**src/hw/rtl/hbsfc_pkg.sv**
```systemverilog
// Package: format codes and conversion helper functions for the format converter.
`default_nettype none
package hbsfc_pkg;

  typedef enum logic [1:0] {
    FMT_FP32 = 2'd0,
    FMT_FP16 = 2'd1,
    FMT_BF16 = 2'd2,
    FMT_NONE = 2'd3
  } fmt_t;

  localparam logic CFG_SRC = 1'b0;
  localparam logic CFG_DST = 1'b1;

  // Widen an FP16 pattern to FP32; subnormals normalized by leading-zero count.
  function automatic logic [31:0] fp16_to_fp32(input logic [15:0] h);
    logic [9:0]  man;
    logic [4:0]  ex;
    logic [3:0]  lz;
    logic [9:0]  nman;
    logic [7:0]  nexp;
    logic        found;
    logic [31:0] res;
    man   = h[9:0];
    ex    = h[14:10];
    lz    = 4'd0;
    found = 1'b0;
    for (int i = 9; i >= 0; i--) begin
      if (!found && man[i]) begin
        found = 1'b1;
        lz    = 4'(9 - i);
      end
    end
    nman = 10'(man << (lz + 4'd1));
    nexp = 8'(8'd113 - {4'd0, lz} - 8'd1);
    if (ex == 5'd0) begin
      if (man == 10'd0) res = {h[15], 31'd0};
      else res = {h[15], nexp, nman, 13'd0};
    end else if (ex == 5'h1F) begin
      res = {h[15], 8'hFF, man, 13'd0};
    end else begin
      res = {h[15], 8'({3'd0, ex} + 8'd112), man, 13'd0};
    end
    return res;
  endfunction

  // Round FP32 to BF16, nearest even, no NaN guard.
  function automatic logic [15:0] fp32_to_bf16(input logic [31:0] w);
    logic [31:0] sum;
    sum = w + 32'h0000_7FFF + {31'd0, w[16]};
    return sum[31:16];
  endfunction

endpackage
`default_nettype wire

```
**src/hw/rtl/half_bfloat_single_format_converter.sv**
```systemverilog
// Top level: pipelined FP32 / FP16 / BF16 element format converter.
//
// Usage: elements enter on the in_ stream (tdata = source_bits, tlast = last_in)
// and leave on the out_ stream (tdata = result_bits, tlast = last_out), one
// result per element, in order. The cfg_ port writes source_format (index 0)
// and target_format (index 1); write only while the stream is drained.
// Path: an accepted beat passes the stage 1 to stage 4 registers in order
// before its result can be taken on the out_ stream.
// Throughput: one beat per cycle while no stall holds the stages; four register stages (widen to FP32,
// FP16 field split, mantissa round, result select) each take a beat a cycle.
// Stall: when out_tready is low, only a full pipeline holds; stages fill bubbles
// first, so in_tready stays high until every stage holds a beat.
// Reset: both format registers return to FP32 and all stage valid bits clear.
// Format code 3 on either side yields zero data with tlast still copied.
`default_nettype none
module half_bfloat_single_format_converter (
  input  wire logic        clk,
  input  wire logic        rst_n,
  input  wire logic        in_tvalid,
  output logic             in_tready,
  input  wire logic [31:0] in_tdata,   // [31:0] source_bits
  input  wire logic        in_tlast,   // last_in
  output logic             out_tvalid,
  input  wire logic        out_tready,
  output logic [31:0]      out_tdata,  // [31:0] result_bits
  output logic             out_tlast,  // last_out
  input  wire logic        cfg_we,
  input  wire logic        cfg_addr,
  input  wire logic [1:0]  cfg_wdata
);

  logic [1:0] src_r, dst_r;

  // Format registers.
  always_ff @(posedge clk) begin
    if (!rst_n) begin
      src_r <= hbsfc_pkg::FMT_FP32;
      dst_r <= hbsfc_pkg::FMT_FP32;
    end else if (cfg_we) begin
      if (cfg_addr == hbsfc_pkg::CFG_SRC) src_r <= cfg_wdata;
      else src_r <= src_r;
      if (cfg_addr == hbsfc_pkg::CFG_DST) dst_r <= cfg_wdata;
      else dst_r <= dst_r;
    end
  end

  logic v1_r, v2_r, v3_r, v4_r;
  logic en1, en2, en3, en4;
  assign en4 = out_tready || !v4_r;
  assign en3 = en4 || !v3_r;
  assign en2 = en3 || !v2_r;
  assign en1 = en2 || !v1_r;
  assign in_tready = en1;

  // Stage 1: widen source to FP32 (or keep pass-through data).
  logic [31:0] w1_r, w1_nxt;
  logic [15:0] p1_r;
  logic        l1_r, pass1_r, bad1_r;
  logic        pass1_nxt, bad1_nxt;
  always_comb begin
    bad1_nxt  = (src_r == hbsfc_pkg::FMT_NONE) || (dst_r == hbsfc_pkg::FMT_NONE);
    pass1_nxt = (src_r == dst_r);
    case (src_r)
      hbsfc_pkg::FMT_FP16: w1_nxt = hbsfc_pkg::fp16_to_fp32(in_tdata[15:0]);
      hbsfc_pkg::FMT_BF16: w1_nxt = {in_tdata[15:0], 16'd0};
      default:             w1_nxt = in_tdata;
    endcase
    if (pass1_nxt && src_r == hbsfc_pkg::FMT_FP32) w1_nxt = in_tdata;
  end
  always_ff @(posedge clk) begin
    if (en1) begin
      w1_r    <= w1_nxt;
      p1_r    <= in_tdata[15:0];
      l1_r    <= in_tlast;
      pass1_r <= pass1_nxt;
      bad1_r  <= bad1_nxt;
    end
  end

  // Stage 2: split FP32 into FP16 fields and compute BF16 rounding.
  logic [31:0] w2_r;
  logic [15:0] bf2_r;
  logic signed [9:0] e2_r;
  logic [22:0] m2_r;
  logic [15:0] p2_r;
  logic        l2_r, pass2_r, bad2_r;
  always_ff @(posedge clk) begin
    if (en2) begin
      w2_r    <= w1_r;
      bf2_r   <= hbsfc_pkg::fp32_to_bf16(w1_r);
      e2_r    <= $signed({2'b00, w1_r[30:23]}) - 10'sd112;
      m2_r    <= w1_r[22:0];
      p2_r    <= p1_r;
      l2_r    <= l1_r;
      pass2_r <= pass1_r;
      bad2_r  <= bad1_r;
    end
  end

  // Stage 3: FP16 round / subnormal shift.
  logic [15:0] h3_r, h3_nxt;
  logic [15:0] bf3_r, p3_r;
  logic [31:0] w3_r;
  logic        l3_r, pass3_r, bad3_r;
  logic [23:0] sm;
  logic [23:0] rm;
  logic [14:0] rsum;
  logic [4:0]  sh;
  always_comb begin
    sh   = 5'(10'sd1 - e2_r);
    sm   = {1'b1, m2_r} >> sh;
    rm   = {1'b0, m2_r} + 24'h000FFF + {23'd0, m2_r[13]};
    rsum = 15'({e2_r[4:0], 10'd0} + {4'd0, rm[23:13]});
    if (e2_r <= 10'sd0) begin
      if (e2_r < -10'sd10) h3_nxt = {w2_r[31], 15'd0};
      else h3_nxt = {w2_r[31], 5'd0, sm[22:13]};
    end else if (e2_r >= 10'sd31) begin
      h3_nxt = {w2_r[31], 15'h7C00};
    end else begin
      h3_nxt = {w2_r[31], rsum};
    end
  end
  always_ff @(posedge clk) begin
    if (en3) begin
      h3_r    <= h3_nxt;
      bf3_r   <= bf2_r;
      p3_r    <= p2_r;
      w3_r    <= w2_r;
      l3_r    <= l2_r;
      pass3_r <= pass2_r;
      bad3_r  <= bad2_r;
    end
  end

  // Stage 4: select result by target format.
  logic [31:0] r4_r, r4_nxt;
  logic        l4_r;
  always_comb begin
    if (bad3_r) r4_nxt = 32'd0;
    else if (pass3_r) r4_nxt = (dst_r == hbsfc_pkg::FMT_FP32) ? w3_r : {16'd0, p3_r};
    else begin
      case (dst_r)
        hbsfc_pkg::FMT_FP16: r4_nxt = {16'd0, h3_r};
        hbsfc_pkg::FMT_BF16: r4_nxt = {16'd0, bf3_r};
        default:             r4_nxt = w3_r;
      endcase
    end
  end
  always_ff @(posedge clk) begin
    if (en4) begin
      r4_r <= r4_nxt;
      l4_r <= l3_r;
    end
  end

  // Advance valid bits.
  always_ff @(posedge clk) begin
    if (!rst_n) begin
      v1_r <= 1'b0;
      v2_r <= 1'b0;
      v3_r <= 1'b0;
      v4_r <= 1'b0;
    end else begin
      if (en1) v1_r <= in_tvalid;
      if (en2) v2_r <= v1_r;
      if (en3) v3_r <= v2_r;
      if (en4) v4_r <= v3_r;
    end
  end

  assign out_tvalid = v4_r;
  assign out_tdata  = r4_r;
  assign out_tlast  = l4_r;

`ifndef ASSERT_OFF
  // A stalled full pipeline must refuse input.
  a_full_stall: assert property (@(posedge clk) disable iff (!rst_n)
    (v1_r && v2_r && v3_r && v4_r && !out_tready) |-> !in_tready)
    else $error("input taken while pipeline full and stalled");
  // A held output beat keeps its data.
  a_hold: assert property (@(posedge clk) disable iff (!rst_n)
    (out_tvalid && !out_tready) |=> (out_tvalid && $stable(out_tdata)))
    else $error("output beat changed under stall");
  // Invalid format codes give zero data.
  a_bad_zero: assert property (@(posedge clk) disable iff (!rst_n)
    (en4 && v3_r && bad3_r) |=> (out_tdata == 32'd0))
    else $error("invalid format produced data");
`endif

endmodule
`default_nettype wire

```
**config.mk**
```make
export PLATFORM = sky130hd
export DESIGN_NAME = half_bfloat_single_format_converter
export DESIGN_NICKNAME = d
export VERILOG_FILES = /design/src/hw/rtl/hbsfc_pkg.sv /design/src/hw/rtl/half_bfloat_single_format_converter.sv
export SDC_FILE = /design/constraint.sdc
export NUM_CORES = 1
export LEC_CHECK = 0
export BUFFER_PORTS_ARGS = -buffer_cell sky130_fd_sc_hd__buf_4
export CORE_MARGIN = 1
export CORE_UTILIZATION = 40
export CTS_CLUSTER_DIAMETER = 50
export DETAILED_ROUTE_END_ITERATION = 16
export RECOVER_POWER = 50
export SYNTH_ARGS = -nofsm -noshare
export SYNTH_HDL_FRONTEND = slang
export SYNTH_SLANG_ARGS = --single-unit
export TNS_END_PERCENT = 100
```
**constraint.sdc**
```tcl
create_clock -name clk -period 9.9 [get_ports clk]
set_input_delay 1.98 -clock clk [delete_from_list [all_inputs] [get_ports clk]]
set_output_delay 1.98 -clock clk [all_outputs]
set_load 0.01 [all_outputs]
```
After elaboration in Yosys (flattened, before gate mapping)
Cells that the tools add are included.
{"block": "classes", "shift": 2, "add_sub_neg": 11, "n_reduce_logical": 34, "bitwise": 1, "eq_ne": 8, "multipliers": 0, "magnitude_cmp": 3, "muxes": 39, "div_mod_pow": 0}
{"operator": "one-hot mux 32 bit (2 select lines)", "count": 2}
{"operator": "2-to-1 mux 32 bit", "count": 3}
{"operator": "2-to-1 mux 31 bit", "count": 3}
{"operator": "2-to-1 mux 4 bit", "count": 9}
{"operator": "adder 32 x 1 -> 32 bit", "count": 1}
{"operator": "adder 32 x 15 -> 32 bit (second input constant)", "count": 1}
{"operator": "2-to-1 mux 15 bit", "count": 2}
{"operator": "adder 23 x 12 -> 24 bit (second input constant)", "count": 1}
{"operator": "adder 24 x 1 -> 24 bit", "count": 1}
{"operator": "right shift 24 x 5 -> 23 bit", "count": 1}
{"operator": "2-to-1 mux 1 bit", "count": 19}
{"operator": "adder 15 x 11 -> 15 bit", "count": 1}
{"operator": "logical NOT 1 bit", "count": 13}
{"operator": "logical AND 1 bit", "count": 10}
{"operator": "logical NOT 10 bit", "count": 1}
{"operator": "2-to-1 mux 10 bit", "count": 1}
{"operator": "<< shifter 10 x 4 -> 10 bit", "count": 1}
{"operator": "greater-or-equal comparator 9 x 6 -> 1 bit (second input constant)", "count": 1}
{"operator": "less-or-equal comparator 9 x 1 -> 1 bit (second input constant)", "count": 1}
{"operator": "< comparator 9 x 5 -> 1 bit (second input constant)", "count": 1}
{"operator": "subtractor 8 x 7 -> 9 bit (second input constant)", "count": 1}
{"operator": "adder 5 x 7 -> 8 bit (second input constant)", "count": 1}
{"operator": "== test 2 bit (second input constant)", "count": 4}
{"operator": "subtractor 7 x 4 -> 8 bit (first input constant)", "count": 1}
{"operator": "other kinds (11)", "count": 18}
{"block": "totals", "mem_bits_rw": 0, "reg_bits": 274, "latchBits": 0, "romBits": 0, "output_inout_bits": 35, "word_cells": 126, "n_memories": 0, "input_bits": 41}

Longest topological paths before layout
Gate-level depths: netlist of run 1.
{"block": "depth", "ltp_word": 44, "ltp_mapped": 13}

Least setup slack after synthesis of run 1
OpenSTA, ideal clock, no wires.
{"block": "synth_path", "kind": "input to output", "start": "in out_tready", "end": "out in_tready", "t_arrival_ns": 3.417, "required_time_ns": 7.920, "n_path_buf": 0, "path_stages": 3, "slack_ns": 4.503, "path_cell_list": "nor2b_1 > and3_1 > nand2_1"}
{"block": "synth_between", "elab_chain_len": 4}
{"element": "start, declared", "line": "half_bfloat_single_format_converter.sv:24", "source": "input wire logic out_tready,"}
{"element": "logical OR 1 bit", "line": "half_bfloat_single_format_converter.sv:49", "source": "assign en4 = out_tready || !v4_r;"}
{"element": "logical OR 1 bit", "line": "half_bfloat_single_format_converter.sv:50", "source": "assign en3 = en4 || !v3_r;"}
{"element": "logical OR 1 bit", "line": "half_bfloat_single_format_converter.sv:51", "source": "assign en2 = en3 || !v2_r;"}
{"element": "logical OR 1 bit", "line": "half_bfloat_single_format_converter.sv:52", "source": "assign en1 = en2 || !v1_r;"}
{"element": "end, declared", "line": "half_bfloat_single_format_converter.sv:20", "source": "output logic in_tready,"}
No other way between the ends.

Final worst setup path of run 1
Ends and elaborated chain as after synthesis.

==> results.md, run 1 <==
* Status: complete, but fails checks
* Failing checks: max-capacitance violations, max-slew violations
* Vias in the first global route at 6,431
* Asr flop ratio synth at 0
* Setup TNS at 0 ns
* Fraction of synthesized area in multiplexers at 0.0375
* Relative slew slack at -0.805
* Cells after Synth at slightly above 800
* FILL cells at 2,423
* Largest family of logic cells by synthesized area: compound AO/OA/AOI/OAI gates
* Tcrit/Tclk final at 0.682
* IO Pins at 76
* Critical path arrival at 4.77 ns
* Multi-input logic area at 3270 sq um
* Via density at 5.38
* Synth Cell Area at approximately 11,000 sq um
* Yosys warns at 0
* Sequential area share after synthesis at 0.670
* Hold_buf cts at 0
* Register area at 7310 sq um
* DR vias at 6,624
* Post-Synth Simple-Gate Area at 0.100
* Detailed placer's ending HPWL at 16,300 um
* Final setup fails at 0
* Commonest non-fill, non-tap cell in the layout: edfxtp_1
* Lkg Pwr at 4.66 nW
* Critical Path End Type: output port
* First-pass GRT wire length at ~37,000 um
* Top FF cell, synth: edfxtp_1
* Die height at between 150 and 200 um
* WL per Instance at 19.4 um
* Standard-cell rows at 60
* XOR/XNOR Fraction of Synth Area at 0.0265
* Critical path type: in2out
* Layout area overhead at 14.7%
* Clock skew at 0.0174 ns
* Gpl congestion at 0.874
* Post-CTS setup buffers at 0
* Total grt overflow at 0
* Startpoint Class: primary input
* Cts bufs inserted at 27
* Clk Tree Root Cell: clkbuf_16
* Htree depth at 1
* DRT iter0 DRCs at roughly 610
* Die W at 167 um
* Worst min path class: reg2reg
* Port Buffers at 75
* Clock sink count at 246
* Synth Area in Adders at 0.0172
* Placed Instance Area at 11,700 sq um
* Number of synthesized flops with an enable pin at between 200 and 250
* Max Root-Sink Buffers at 3
* Insertion delay to the later sink of the worst-skew pair at 0.53 ns
* Slew @ Worst Pin at 2.71 ns
* Max FO, Critical Path at 52
* VDD IR max at 125 uV
* DRC at 0
* Max Fclk at 148 MHz
* Unrepaired setup endpoints after global routing: no
* Die ar. at around 28,000 sq um
* Final Total Pwr at ~0.0026 W
* Pwr Density at just over 200 nW/um^2
* Final Cell Area at 12,500 sq um
* Antenna diodes at 0
* TritonCTS clock tree: built
* Pin count of the biggest net entering global routing at between 80 and 90
* Syn Area/Cell at 13.5 sq um
* Gr usage total at 0.172
* Max-slew violations at 87
* Data required, critical path at 7.92 ns
* Most frequent cells in the layout: 238 x edfxtp_1, 70 x nor2_1, 60 x buf_4
* Synthesized-area fraction occupied by ao, oa, aoi and oai cells at 0.117
* Detailed-route wire length at 23,900 um
* Final #Nets at 926
* Layout cells sized above 1 at 0.147
* Max-Cap Viols at 2
* Core area at roughly 27,000 sq um
* Initial Util at 0.406
* Mapped Nets at 867
* Clock transition at path regs at 0.06 ns
* Final Hold Vio Count at 0
* #FFs+latches synth at about 250
* Routed Antenna Nets at 0
* Initial antenna violation count at 0
* Synth cell types at 72
* Post-cts gate resize count at 0
* Fin crit period at 6.75 ns
* Fin Hold WS at 0.412 ns
* DR pass1 iterations at 5
## report_power, final
part	internal [W]	total, W	switching, W	leakage, nW
Clock	0.000586	0.000990	0.000405	0.435
Sequential	0.00127	0.00133	0.0000641	2.63
Combinational	0.000122	0.000273	0.000151	1.60
Total	0.00198	0.00260	0.000620	4.66
## registers in the layout (all words and copies together) (netlist names), 32 cells and up
register   count
out_tdata     32
w1_r          32
w2_r          32
w3_r          32
## cells by family after synthesis
logic type | count (synthesis)
flip-flops | 246
AND/OR/NAND/NOR | 217
AO/OA/AOI/OAI | 188
buffers and inverters | 73
multiplexers | 39
XOR/XNOR | 33
adder cells (fa/ha/maj) | 15
## synth_stat cells (all sizes together), types with 3 or more instances
cell type | instances | area share
o21ai | 26 | 0.012
a221oi | 6 | 0.0048
nand4 | 9 | 0.0052
a21boi | 5 | 0.0034
xnor2 | 21 | 0.017
clkbuf | 34 | 0.012
or3 | 5 | 0.0029
and3 | 6 | 0.0034
xor2 | 12 | 0.0096
a32oi | 4 | 0.0032
dfxtp | 8 | 0.015
nor2 | 71 | 0.025
a21oi | 54 | 0.025
a31oi | 5 | 0.0029
o2bb2ai | 5 | 0.0040
and2 | 18 | 0.010
nand2 | 43 | 0.015
a221o | 3 | 0.0028
ha | 15 | 0.017
a211oi | 20 | 0.014
o21bai | 3 | 0.0021
o22ai | 10 | 0.0057
edfxtp | 238 | 0.66
inv | 22 | 0.0076
nor3 | 7 | 0.0047
nand3 | 11 | 0.0050
buf | 17 | 0.012
a22oi | 19 | 0.014
a21o | 4 | 0.0028
mux2i | 33 | 0.030
nor2b | 16 | 0.0092
or2 | 6 | 0.0034
o21a | 3 | 0.0028
nand2b | 7 | 0.0040
mux2 | 5 | 0.0052
nor4 | 12 | 0.0075
## routing by layer
metal | GRT usage | wire length [um] | vias up | part of all wire
li1 | - | - | 3203 | -
met1 | 0.244 | 11200 | 3159 | 0.47
met2 | 0.271 | 10900 | 215 | 0.45
met3 | 0.0199 | 1130 | 47 | 0.047
met4 | 0.0658 | 732 | 0 | 0.031
met5 | 0 | 0 | - | 0
## through the flow
stage                     utilization  worst slack (ns)  cells
after global routing            0.465              2.78   1232
after global placement          0.435              4.57   1182
final                           0.465              3.15   1232
after floorplan                     -              4.50    811
after detailed placement        0.435              4.55   1182
after CTS                       0.468              4.54   1232
## area by class of cell
| class | instances | area share |
|---|---|---|
| Sequential cell | 246 | 0.584 |
| Inverter | 22 | 0.00660 |
| Tap cell | 341 | 0.0341 |
| Clock buffer | 32 | 0.0555 |
| Timing Repair Buffer | 81 | 0.0426 |
| Multi-Input combinational cell | 492 | 0.262 |
| Clock inverter | 18 | 0.0152 |
## worst paths after layout
kind	from	end	slack [ns]	cells past startpoint
setup reg to reg	out_tvalid	w1_r[24]	6.67	4
hold / removal	p1_r[8]	p2_r[8]	0.41	0
hold reg to reg	p1_r[8]	p2_r[8]	0.41	0
setup / recovery	out_tready	in_tready	3.15	6
## worst max-delay path: stages
cell      delay [ns]
clkbuf_4        0.10
nor2b_1         0.09
and3_1          0.25
nand2_2         0.07
clkbuf_1        1.91
buf_4           0.36
No activity file was read; power rests on OpenSTA's default activity.
==> run 2, diff against run 1 <==
==> constraint.sdc (replaced) <==
create_clock -name clk -period 6 [get_ports clk]
set_input_delay 1.2 -clock clk [delete_from_list [all_inputs] [get_ports clk]]
set_output_delay 1.2 -clock clk [all_outputs]
set_load 0.01 [all_outputs]
==> run 2 against run 1 <==
The flow still finishes with violations (max-capacitance violations, max-slew violations). Power increased by 56%. Critical path depth increased by 4. Final area decreased by 1.3%. Die area unchanged. Sequential power increased by 65%. Worst hold slack improved by 0.0061 ns. Largest power group unchanged.
==> results.md, run 2 (same netlist as run 1, synthesis figures left out) <==
* Final Total Pwr at 0.00406 W (+56%)
* Gpl congestion at 0.827 (-5.3%)
* Post-cts gate resize count at 0 (unchanged)
* Clock skew at 0.00850 ns (-0.00892 ns)
* Slew @ Worst Pin at 1.85 ns (-0.854 ns)
* Core area at 26,900 sq um (unchanged)
* Clk Tree Root Cell: clkbuf_16
* TritonCTS clock tree: built
* Core Util, Final at 0.459 (-0.00624)
* Standard-cell rows at 60 (unchanged)
* Setup TNS at 0 ns (unchanged)
* R2R Path Start: src_r[0]
* Placed instance count at 1,182 (unchanged)
* Max FO, Critical Path at 21 (-60%)
* Initial antenna violation count at 0 (unchanged)
* Pin count of the biggest net entering global routing at 83 (unchanged)
* Critical path type: in2reg
* Hold_buf cts at 0 (unchanged)
* Cts bufs inserted at 26 (-3.7%)
* DR pass1 iterations at 7 (+2)
* Detailed placer's ending HPWL at 16,800 um (+2.6%)
* Unrepaired setup endpoints after global routing: no
* Commonest non-fill, non-tap cell in the layout: edfxtp_1
* Failing checks: max-capacitance violations, max-slew violations
* Htree depth at 1 (unchanged)
* Gr usage total at 0.172 (+0.000376)
* Max Fclk at 231 MHz
* CP most frequent cell: inv_1
* VDD IR max at 204 uV (+63%)
* Pwr Density at 329 nW/um^2 (+59%)
* Layout cells sized above 1 at 0.120 (-0.0265)
* Worst min path class: reg2reg
* Status: complete, but fails checks
* Port Buffers at 75 (unchanged)
* Most frequent cells in the layout: 238 x edfxtp_1, 70 x nor2_1, 54 x a21oi_1
* Vias in the first global route at 6,288 (-2.2%)
* Relative slew slack at -0.236 (+0.569)
* Via density at 5.40 (+0.47%)
* Layout area overhead at 13.1%
* Fin crit period at 4.33 ns
* Startpoint Class: primary input
* Critical path's largest stage delay at 0.84 ns (-1.07 ns)
* Max Root-Sink Buffers at 3 (unchanged)
* Data required, critical path at 6.25 ns (-1.67 ns)
* Final Hold Vio Count at 0 (unchanged)
* Crit path cell chain: clkbuf_1 > inv_1 > a21oi_1 > a22oi_2 > ha_1 > inv_1 > a221oi_1 > a211oi_1 > a32oi_1 > o21ai_0
* Clock sink count at 246 (unchanged)
* Final setup fails at 0 (unchanged)
* Routed Antenna Nets at 0 (unchanged)
* Detailed-route wire length at 24,200 um (+0.87%)
* Crit path from: in_tdata[8]
* Fin Hold WS at 0.418 ns (+0.00608 ns)
* DRC at 0 (unchanged)
* FILL cells at 2,469 (+1.9%)
* Post-CTS setup buffers at 0 (unchanged)
* WL per Instance at 19.7 um (+1.1%)
* DRT iter0 DRCs at 525 (-14%)
* Total grt overflow at 0 (unchanged)
* Tcrit/Tclk final at 0.722
* Insertion delay to the later sink of the worst-skew pair at 0.51 ns (-0.02 ns)
* First-pass GRT wire length at 37,100 um (-0.13%)
* Max-slew violations at 68 (-22%)
* Clock transition at path regs at 0.06 ns (about the same)
* Hold Startpoint: bf2_r[14]
* Die ar. at 27,900 sq um (unchanged)
* Antenna diodes at 0 (unchanged)
* Initial Util at 0.406 (unchanged)
* Critical Path End Type: flip-flop
* Die W at 167 um (unchanged)
* Critical path arrival at 4.58 ns (-0.19 ns)
* IO Pins at 76 (unchanged)
* DR vias at 6,639 (+0.23%)
* Final #Nets at 925 (-0.11%)
* Worst path slowest cell: ha_1
* Lkg Pwr at 4.56 nW (-2.3%)
* Max-Cap Viols at 2 (unchanged)
* Final Instance Count excl. Fillers at 1,229 (-0.24%)
* Die height at 167 um (unchanged)
run 2: final timing paths:
check	endpoint	slack (ns)	cells after the start
max reg2reg	w1_r[20]	2.72	9
max	w1_r[15]	1.67	10
min	bf3_r[14]	0.42	0
min reg2reg	bf3_r[14]	0.42	0
run 2: critical path: cells and delay by family:
family | cells | cell delay, ns
AO/OA/AOI/OAI | 6 | 1.58
adder cells (fa/ha/maj) | 1 | 0.84
buffers and inverters | 3 | 0.97
run 2: final cells by class:
cell class              instances  area, sq um  share of cell area
clock inverters                15         75.1             0.00608
clock buffers                  32          694              0.0563
multi-input cells             492         3270               0.265
repair buffers                 81          480              0.0389
well taps                     341          427              0.0346
inverters                      22         82.6             0.00669
flip-flops and latches        246         7310               0.592
run 2: power by group:
part / switching (W) / total, W / internal, W / leakage, nW
registers: 0.000106 / 0.00220 / 0.00209 / 2.63
logic: 0.000249 / 0.000435 / 0.000186 / 1.55
clock network: 0.000606 / 0.00143 / 0.000820 / 0.381
total: 0.000961 / 0.00406 / 0.00310 / 4.56
run 2: through the flow:
step           setup WS (ns)  cell area [sq um]
6_report                1.67              12300
4_1_cts                 2.05              12500
5_1_grt                 1.39              12300
2_1_floorplan           2.10              10900
3_3_place_gp            1.47              11700
3_5_place_dp            1.48              11700
run 2: routing by layer:
metal | vias up | wire [um] | GRT usage
li1 | 3202 | - | -
met1 | 3200 | 11400 | 0.244
met2 | 192 | 10900 | 0.273
met4 | 0 | 728 | 0.0638
met3 | 45 | 1080 | 0.0210
met5 | - | 0 | 0
